--- config.mk ---
export PLATFORM = sky130hd
export DESIGN_NAME = bffm_ctrl
export DESIGN_NICKNAME = d
export VERILOG_FILES = /design/src/rtl/bffm_pkg.sv /design/src/rtl/bffm_ctrl.sv
export SDC_FILE = /design/constraint.sdc
export NUM_CORES = 1
export LEC_CHECK = 0
export ABC_AREA = 1
export BUFFER_PORTS_ARGS = -buffer_cell sky130_fd_sc_hd__clkbuf_2
export CAP_MARGIN = 20
export CORE_AREA = 2 2 39 41
export CTS_CLUSTER_DIAMETER = 200
export CTS_CLUSTER_SIZE = 20
export DETAILED_ROUTE_END_ITERATION = 8
export DIE_AREA = 0 0 41 43
export PLACE_DENSITY = 0.68
export SYNTH_ARGS = -nofsm -noshare
export SYNTH_HDL_FRONTEND = slang
export SYNTH_SLANG_ARGS = --single-unit
export TNS_END_PERCENT = 10
--- constraint.sdc ---
create_clock -name clk -period 2.1 [get_ports clk]
set_clock_uncertainty 0.1 [all_clocks]
set_input_delay 0.105 -clock clk [delete_from_list [all_inputs] [get_ports clk]]
set_output_delay 0.105 -clock clk [all_outputs]
set_load 0.02 [all_outputs]
--- src/rtl/bffm_pkg.sv ---
// shared types and constants for the blob flood fill moments block
// controller commands, datapath status, state encoding and neighbor tables
`timescale 1ns / 1ps

package bffm_pkg;

	localparam int CW = 11;
	localparam int DIM_W = 7;
	localparam int COORD_W = 6;
	localparam int VALUE_W = 8;
	localparam int CNT_W = 13;
	localparam int SUM_W = 17;
	localparam int SQ_W = 23;
	localparam int XY_W = 22;

	localparam logic [VALUE_W-1:0] FG_VALUE = 8'd1;

	localparam logic CMD_WRITE = 1'b0;
	localparam logic CMD_FIND = 1'b1;

	localparam logic REG_WIDTH = 1'b0;
	localparam logic REG_HEIGHT = 1'b1;

	localparam logic signed [1:0] NB_DY [8] = '{-2'sd1, -2'sd1, -2'sd1, 2'sd0,
		2'sd0, 2'sd1, 2'sd1, 2'sd1};
	localparam logic signed [1:0] NB_DX [8] = '{-2'sd1, 2'sd0, 2'sd1, -2'sd1,
		2'sd1, -2'sd1, 2'sd0, 2'sd1};

	typedef enum logic [3:0] {
		ST_CLEAR,
		ST_IDLE,
		ST_SREQ,
		ST_SCHK,
		ST_POP,
		ST_TAKE,
		ST_NREQ,
		ST_NCHK,
		ST_DONE_HIT,
		ST_DONE_MISS
	} state_t;

	typedef struct packed {
		logic clr_step;
		logic pix_wr;
		logic scan_rd;
		logic scan_chk;
		logic pop_rd;
		logic take;
		logic nb_rd;
		logic nb_chk;
		logic load_res;
		logic res_found;
	} dp_cmd_t;

	typedef struct packed {
		logic clr_done;
		logic scan_end;
		logic scan_hit;
		logic stack_empty;
		logic nb_last;
		logic out_busy;
	} dp_status_t;

endpackage

--- src/rtl/bffm_ctrl.sv ---
// sequencer for clearing, pixel writes, raster scan and flood fill
// depends on bffm_pkg for state, command and status types
`timescale 1ns / 1ps

module bffm_ctrl (
	input  logic                 clk,
	input  logic                 arst_n,
	input  logic                 in_valid,
	input  logic                 command,
	output logic                 in_ready,
	input  bffm_pkg::dp_status_t status,
	output bffm_pkg::dp_cmd_t    cmd
);
	import bffm_pkg::*;

	state_t state_q;
	state_t state_d;

	always_ff @(posedge clk or negedge arst_n) begin
		if (!arst_n) begin
			state_q <= ST_CLEAR;
		end else begin
			state_q <= state_d;
		end
	end

	always_comb begin
		state_d = state_q;
		case (state_q)
			ST_CLEAR: begin
				if (status.clr_done) state_d = ST_IDLE;
			end
			ST_IDLE: begin
				if (in_valid && command == CMD_FIND) state_d = ST_SREQ;
			end
			ST_SREQ: begin
				state_d = status.scan_end ? ST_DONE_MISS : ST_SCHK;
			end
			ST_SCHK: begin
				state_d = status.scan_hit ? ST_POP : ST_SREQ;
			end
			ST_POP: begin
				state_d = status.stack_empty ? ST_DONE_HIT : ST_TAKE;
			end
			ST_TAKE: begin
				state_d = ST_NREQ;
			end
			ST_NREQ: begin
				state_d = ST_NCHK;
			end
			ST_NCHK: begin
				state_d = status.nb_last ? ST_POP : ST_NREQ;
			end
			ST_DONE_HIT, ST_DONE_MISS: begin
				if (!status.out_busy) state_d = ST_IDLE;
			end
			default: begin
				state_d = ST_IDLE;
			end
		endcase
	end

	always_comb begin
		cmd = '0;
		in_ready = 1'b0;
		case (state_q)
			ST_CLEAR: cmd.clr_step = 1'b1;
			ST_IDLE: begin
				in_ready = 1'b1;
				cmd.pix_wr = in_valid && command == CMD_WRITE;
			end
			ST_SREQ: cmd.scan_rd = !status.scan_end;
			ST_SCHK: cmd.scan_chk = 1'b1;
			ST_POP: cmd.pop_rd = !status.stack_empty;
			ST_TAKE: cmd.take = 1'b1;
			ST_NREQ: cmd.nb_rd = 1'b1;
			ST_NCHK: cmd.nb_chk = 1'b1;
			ST_DONE_HIT: begin
				cmd.load_res = !status.out_busy;
				cmd.res_found = 1'b1;
			end
			ST_DONE_MISS: cmd.load_res = !status.out_busy;
			default: cmd = '0;
		endcase
	end

endmodule

* Yosys cells after proc, flatten, opt, wreduce, memory -nomap -nowiden *
Cells that the tools add are included.

storage, ports and cells
  output and inout bits = 11
  input port bits = 10
  flip-flop bits (word level) = 4
  word-level logic and storage cells = 41

operators by class
  bitwise gates (word level) = 1
  reduce and logical (&&, ||, !) cells = 8
  eq/ne operators = 12
  muxes and demuxes = 19

operators by type and width
  kind                                            count
  one-hot mux 4 bit (9 select lines)              1
  2-to-1 mux 4 bit                                5
  == test 4 x 3 -> 1 bit (second input constant)  4
  2-to-1 mux 1 bit                                11
  == test 4 x 2 -> 1 bit (second input constant)  2
  == test 4 bit (second input constant)           2
  != test 2 bit (second input constant)           3
  == test 4 x 1 -> 1 bit (second input constant)  1
  logical NOT 4 bit                               1
  logical NOT 1 bit                               3
  2-to-1 mux 3 bit                                1
  AND reduction 3 bit                             1
  logical AND 1 bit                               2
  2-to-1 mux 2 bit                                1
  OR reduction 2 bit                              1
  NOT 1 bit                                       1

* Logic depth before layout (Yosys ltp) *
Gate-level depths: netlist of the first run.

  depth after elaboration = 4
  gate-level depth with buffers = 7
  mapped depth without buffers = 7

* Worst setup path after synthesis of the first run *
No wires, ideal clock.

  path type = flip-flop to output port
  start point = register state_q[0]
  end point = output cmd[5] (netlist name)
  buffers on the path = 1
  setup slack = 690 ps
  cell stages (with the launch flop) = 5
  required time = 1,895 ps
  arrival = 1,205 ps
  cell sequence = dfrtp_1 > buf_4 > nor2_2 > inv_1 > nor3_1

RTL lines
  what                    line             source
  from (decl)             bffm_ctrl.sv:16  state_t state_q;
  from (signal assigned)  bffm_ctrl.sv:23  state_q <= state_d;
  to (decl)               bffm_ctrl.sv:12  output bffm_pkg::dp_cmd_t cmd

==> results of run 1 <==
[per-layer routing]
metal	global-route usage	part of all wire
met1	0.176	0.48
met2	0.191	0.45
met3	0.0628	0.077
met4	0.0200	0
met5	0	0
[path summary, 6_finish.rpt]
check,start,endpoint,slack (ps),cells past startpoint
max,state_q[0],cmd[5],440,4
min,status[3],state_q[2],30,3
max reg2reg,state_q[0],state_q[2],770,4
min reg2reg,state_q[2],state_q[2],580,3
max in group asynchronous,arst_n,state_q[3],1670,2
min in group asynchronous,arst_n,state_q[2],110,2
[cell usage after synthesis]
library cell  number  area, um^2
nor2_1            10        37.5
nand3_1            6        30.0
dfrtp_1            4         100
nor3_1             2        10.0
inv_1             12        45.0
o21ai_1            1        5.00
inv_2              2        7.51
nand3_2            1        10.0
nand2_4            1        11.3
buf_4              1        7.51
nor2_2             2        12.5
o211ai_1           2        15.0
nand2_1            9        33.8
nor2_4             3        33.8
o21ai_0            1        5.00
nand2_2            1        6.26
a21oi_1            1        5.00
nand4_1            3        18.8
nand3b_1           2        15.0
[report_power, final]
part / leakage (nW) / total [W] / switching [W] / internal [W]
logic: 0.275 / 0.000513 / 0.000333 / 0.000179
registers: 0.0518 / 0.000189 / 0.0000783 / 0.000111
clock network: 0.0138 / 0.0000970 / 0.0000330 / 0.0000640
total: 0.340 / 0.000799 / 0.000444 / 0.000354
[per-stage QoR]
stage	total power (W)	worst slack, ps	util	hold slack (ps)	area, um^2
after floorplan	0.000580	690	-	-291	409
after global placement	0.000697	676	0.377	-184	522
after detailed placement	0.000700	679	0.377	-183	522
after CTS	0.000804	425	0.401	32.7	554
after global routing	0.000866	362	0.401	29.5	554
final	0.000799	435	0.401	34.1	554
[worst register-to-register path: cells and delay by family, from the launching register on]
| kind | cells | cell delay (ps) |
|---|---|---|
| compound gates | 2 | 240 |
| flops | 1 | 530 |
| buf+inv | 1 | 110 |
| simple gates | 1 | 230 |
[layout make-up]
class / count / area (um^2)
fill: 156 / 830
multi-input combinational: 45 / 249
timing repair buffer: 21 / 110
sequential: 4 / 100
inverter: 14 / 52.6
clock buffer: 3 / 22.5
tap: 16 / 20.0
[kinds of logic (layout without fill, tap and decap cells)]
logic type / Yosys count / after routing / synth area share
and+or+nand+nor: 40 / 40 / 0.535
AOI/OAI and AO/OA: 5 / 5 / 0.0733
DFF: 4 / 4 / 0.245
buffers and inverters: 15 / 38 / 0.147
[layout by cell type (no fill, tap or decap), types with 2 or more instances in the layout]
master / instances
clkbuf_2: 20
clkbuf_4: 3
dfrtp_1: 4
inv_1: 12
inv_2: 2
nand2_1: 9
nand3_1: 6
nand3b_1: 2
nand4_1: 3
nor2_1: 10
nor2_2: 2
nor2_4: 3
nor3_1: 2
o211ai_1: 2
==> run summary, run 1 <==
Status - complete, no violations
Mean Syn Cell Area - 6.39 um^2
Largest Register - state_q
Minimum clock period - 1660 ps
Setup repair bufs after CTS - 0
Req. time, crit path - 1890 ps
Number of antenna diodes - 0
Worst vdd ir - 0.543 mV
Largest registers - state_q: 4 flops
Clk slew on worst S/H paths - 40 ps
Boundary Pins - 21
Max FO, Critical Path - 10
# hold bufs at CTS - 1
Pwr per Cell Area - 1440 nW/um^2
CP Launch Type - flip-flop
GR Overflow Total - 0
DRT Wirelength - 1050 um
Final Hold Viols - 0
Final setup viols - 0
GRT Total Usage - 0.131
Worst slew pin tran - 451 ps
Post-DRT Antenna Nets - 0
Max-slew headroom at the worst pin - 0.699
Share of cells above drive strength 1 - 0.379
Largest net degree at the start of global routing - 11
CP Capture Type - primary output
Synth warnings - 0
Sum Neg Setup Slack - 0 ps
Delay of the slowest critical-path stage - 530 ps
Port bufs - 20
DR WL/cell - 10.2 um
Max_cap viols - 0
Seq/Total Area, Yosys - 0.245
Die ar. - 1760 um^2
Routed via count - 487
Clk root buf - clkbuf_4
H-tree Lvls - 1
Mapped Nets - 74
Core region area - 1380 um^2
Skew-Pair Late Insertion Delay - 240 ps
NumNets Final - 99
Tcrit/Tclk final - 0.793
Cts bufs inserted - 3
Num rows - 14
Pleak - 0.340 nW
Hold Crit Class - input pin to flip-flop
Number of global-route vias before repair - 410
RSZ-0062 raised after global routing - false
Worst path cell trace - nor2_2, inv_1, nor3_1, clkbuf_2
Max Slew Vio Count - 0
Family with the most delay on the worst path - flip-flops
Distinct cells, synth - 19
Gpl congestion - 0.896
Initial core utilization - 0.296
Initial antenna violation count - 0
Register bit total from synthesis - 4
DRT Pass-1 Iters - 4
Data arrival, critical path - 1460 ps
Die W - 41 um
Area grow syn2layout - 35.5%
Dpl hpwl - 847 um
Synth Cell Area - 409 um^2
Max reg flops - 4
# resized after CTS - 0
Final Non-Filler Cells - 103
Iter 0 DRT Violations - 12
Num Clock Sinks - 4
Crit path kind - flip-flop to primary output
CP max-delay cell - dfrtp_1
Clock Tree Buf Depth - 2
CP bufs+invs - 2
Post-Synthesis Cells - 64
CTS tree - built
DRC - 0
Max Fclk - 601 MHz
Placed cells - 99
DR vias/cell - 4.73
First-pass GRT wire length - 1610 um
Chip Height - 43 um
Note: power is estimated with default switching activity, not from simulation.
==> run 2, diff against run 1 <==
--- a/config.mk
+++ b/config.mk
@@ -5,7 +5,7 @@
 export SDC_FILE = /design/constraint.sdc
 export NUM_CORES = 1
 export LEC_CHECK = 0
-export ABC_AREA = 1
+export ABC_AREA = 0
 export BUFFER_PORTS_ARGS = -buffer_cell sky130_fd_sc_hd__clkbuf_2
 export CAP_MARGIN = 20
 export CORE_AREA = 2 2 39 41
@@ -13,7 +13,7 @@
 export CTS_CLUSTER_SIZE = 20
 export DETAILED_ROUTE_END_ITERATION = 8
 export DIE_AREA = 0 0 41 43
-export PLACE_DENSITY = 0.68
+export PLACE_DENSITY = 0.66
 export SYNTH_ARGS = -nofsm -noshare
 export SYNTH_HDL_FRONTEND = slang
 export SYNTH_SLANG_ARGS = --single-unit
==> constraint.sdc (replaced) <==
create_clock -name clk -period 1.7 [get_ports clk]
set_clock_uncertainty 0.1 [all_clocks]
set_input_delay 0.085 -clock clk [delete_from_list [all_inputs] [get_ports clk]]
set_output_delay 0.085 -clock clk [all_outputs]
set_load 0.02 [all_outputs]
==> run summary, run 2 <==
Status - complete, no violations
Storage element area - 104 um^2
Max-slew headroom at the worst pin - 0.830
Area grow syn2layout - 39.3%
Mapped Nets - 60
Worst path cell trace - buf_4, nor4_1, clkbuf_2
Chip Height - 43 um
Post-synth EDFFs - 0
Pre-CTS setup slack - 190 ps
Req. time, crit path - 1510 ps
Post-DRT Antenna Nets - 0
Number of global-route vias before repair - 383
Share of cells above drive strength 1 - 0.451
Worst slew pin tran - 253 ps
Commonest non-fill, non-tap cell in the layout - clkbuf_2
Synth Flop Type - dfrtp_1
DRT Wirelength - 1020 um
GR Overflow Total - 0
Largest net degree at the start of global routing - 18
CP Launch Type - flip-flop
Max FO, Critical Path - 11
Max reg flops - 4
DRT Pass-1 Iters - 4
Number of antenna diodes - 0
Distinct cells, synth - 26
Sequential power share - 0.274
Setup crit end - cmd[5]
Max_cap viols - 0
Initial core utilization - 0.278
Clock Tree Buf Depth - 2
Reg-to-reg slack, setup - 270 ps
CP max-delay cell - dfrtp_1
Num Clock Sinks - 4
First-pass GRT wire length - 1560 um
H-tree Lvls - 1
Synth area leader - dfrtp_1
Sum Neg Setup Slack - 0 ps
Post-Synthesis Cells - 50
Hold Crit Class - input pin to flip-flop
Clock power share - 0.128
Core region area - 1380 um^2
DR WL/cell - 11.7 um
Slack of the critical path - 158 ps
Final setup viols - 0
Num rows - 14
Crit path kind - flip-flop to primary output
Largest registers - state_q: 4 flops
Critical path depth - 3
Post-synth top cells - 5 x buf_2, 5 x nand2_1, 5 x nor3_1, 4 x dfrtp_1
Gpl congestion - 0.759
Asr flop ratio synth - 1.00
DR vias/cell - 5.24
Net switching power - 0.000465 W
Cell Int Power - 0.000468 W
Final Hold Viols - 0
Logic pwr share - 0.598
Max Slew Vio Count - 0
Mean Syn Cell Area - 7.71 um^2
Synth warnings - 0
Clk root buf - clkbuf_4
Most frequent cells in the layout - 20 x clkbuf_2, 5 x nand2_1, 4 x nor3_1, 4 x buf_4
Fillers - 156
Data arrival, critical path - 1360 ps
Clk slew on worst S/H paths - 40 ps
Worst r2r path cells - 3
Min-delay src - status[0]
Synth top area cells - dfrtp_1 26%, buf_2 6.5%, nor3_1 6.5%
Register bit total from synthesis - 4
Pleak - 0.258 nW
Skew-Pair Late Insertion Delay - 240 ps
Die W - 41 um
Family with the most delay on the worst path - flip-flops
Largest Register - state_q
Die ar. - 1760 um^2
Initial antenna violation count - 0
Area of the multi-input gates - 246 um^2
GRT Total Usage - 0.131
Boundary Pins - 21
Minimum clock period - 1540 ps
CP bufs+invs - 2
Seq/Total Area, Yosys - 0.260
RSZ-0062 raised after global routing - false
DRC - 0
Max Fclk - 649 MHz
Share of the synthesized area in the top cell type - 0.260
Delay of the slowest critical-path stage - 440 ps
Switching part of the total - 0.499
FF-to-FF Start - state_q[2]
Tcrit/Tclk final - 0.907
Worst vdd ir - 0.648 mV
Cts bufs inserted - 3
Pwr per Cell Area - 1740 nW/um^2
CP Capture Type - primary output
CTS tree - built
Synth Cell Area - 385 um^2
Reg-to-reg endpoint - state_q[0]
Iter 0 DRT Violations - 5
Crit. Startpoint - state_q[0]
NumNets Final - 83
Port bufs - 20
Routed via count - 456
[run 2: cell types whose count changed in the layout (fill, tap and decap cells not counted), sizes merged, moves of 3 or more]
cell,before,now
nand2b,0,3
nor3,2,5
buf,0,4
nor2,15,2
inv,14,1
nor4,0,3
nand2,11,5
nand3,7,2
nand4,3,0
[run 2: power groups by stage]
stage          Combinational (W)  Clock [W]  Sequential, W
2_1_floorplan           0.000508          0       0.000150
3_3_place_gp            0.000500          0       0.000264
3_5_place_dp            0.000510          0       0.000267
4_1_cts                 0.000513   0.000124       0.000267
5_1_grt                 0.000604   0.000133       0.000272
6_report                0.000558   0.000119       0.000256
[run 2: per-layer routing]
layer	part of all wire	global-route usage	vias to the layer above
met5	0	0	-
met2	0.46	0.172	14
li1	-	-	229
met3	0.071	0.0628	0
met4	0	0.0400	0
met1	0.47	0.184	213
[run 2: tightest hold or removal path: stages]
cell      delay (ps)
clkbuf_2          90
nand2_1           80
o31ai_1           60
[run 2: area by class of cell]
cell class	count	share of cell area
clock buffer	3	0.0420
multi-input combinational	38	0.459
tap	16	0.0373
inverter	1	0.00699
timing repair buffer	25	0.261
sequential	4	0.193
[run 2: how the worst min path moves through the flow]
stage	endpoint	slack, ps	cells after the start
2_1_floorplan	state_q[0]	-310	0
3_3_place_gp	state_q[1]	-200	1
3_5_place_dp	state_q[1]	-200	1
4_1_cts	state_q[3]	20	3
5_1_grt	state_q[3]	50	3
6_report	state_q[3]	20	3
[run 2: metrics by stage]
stage	util	cell area, um^2	hold WS (ps)	cells	power (W)
6_report	0.388	537	19.8	87	0.000933
5_1_grt	0.388	537	45.1	87	0.00101
4_1_cts	0.374	518	18.4	85	0.000904
3_5_place_dp	0.351	485	-203	81	0.000777
3_3_place_gp	0.351	485	-204	81	0.000764
2_1_floorplan	-	390	-311	50	0.000658
[run 2: logic make-up (layout without fill, tap and decap cells)]
family	Yosys count	in the layout	synth area share
AO/OA/AOI/OAI	9	9	0.185
AND/OR/NAND/NOR	28	28	0.416
flip-flops	4	4	0.260
buffers and inverters	8	29	0.114
multiplexers	1	1	0.0260
[run 2: timing repair]
| item | in CTS | in global routing |
|---|---|---|
| setup endpoints to repair | 0 | 5 |
| resized for setup | 0 | 3 |
| hold buffers | 1 | 0 |
| setup buffers | 0 | 2 |
| endpoints found under the hold margin | 4 | 0 |
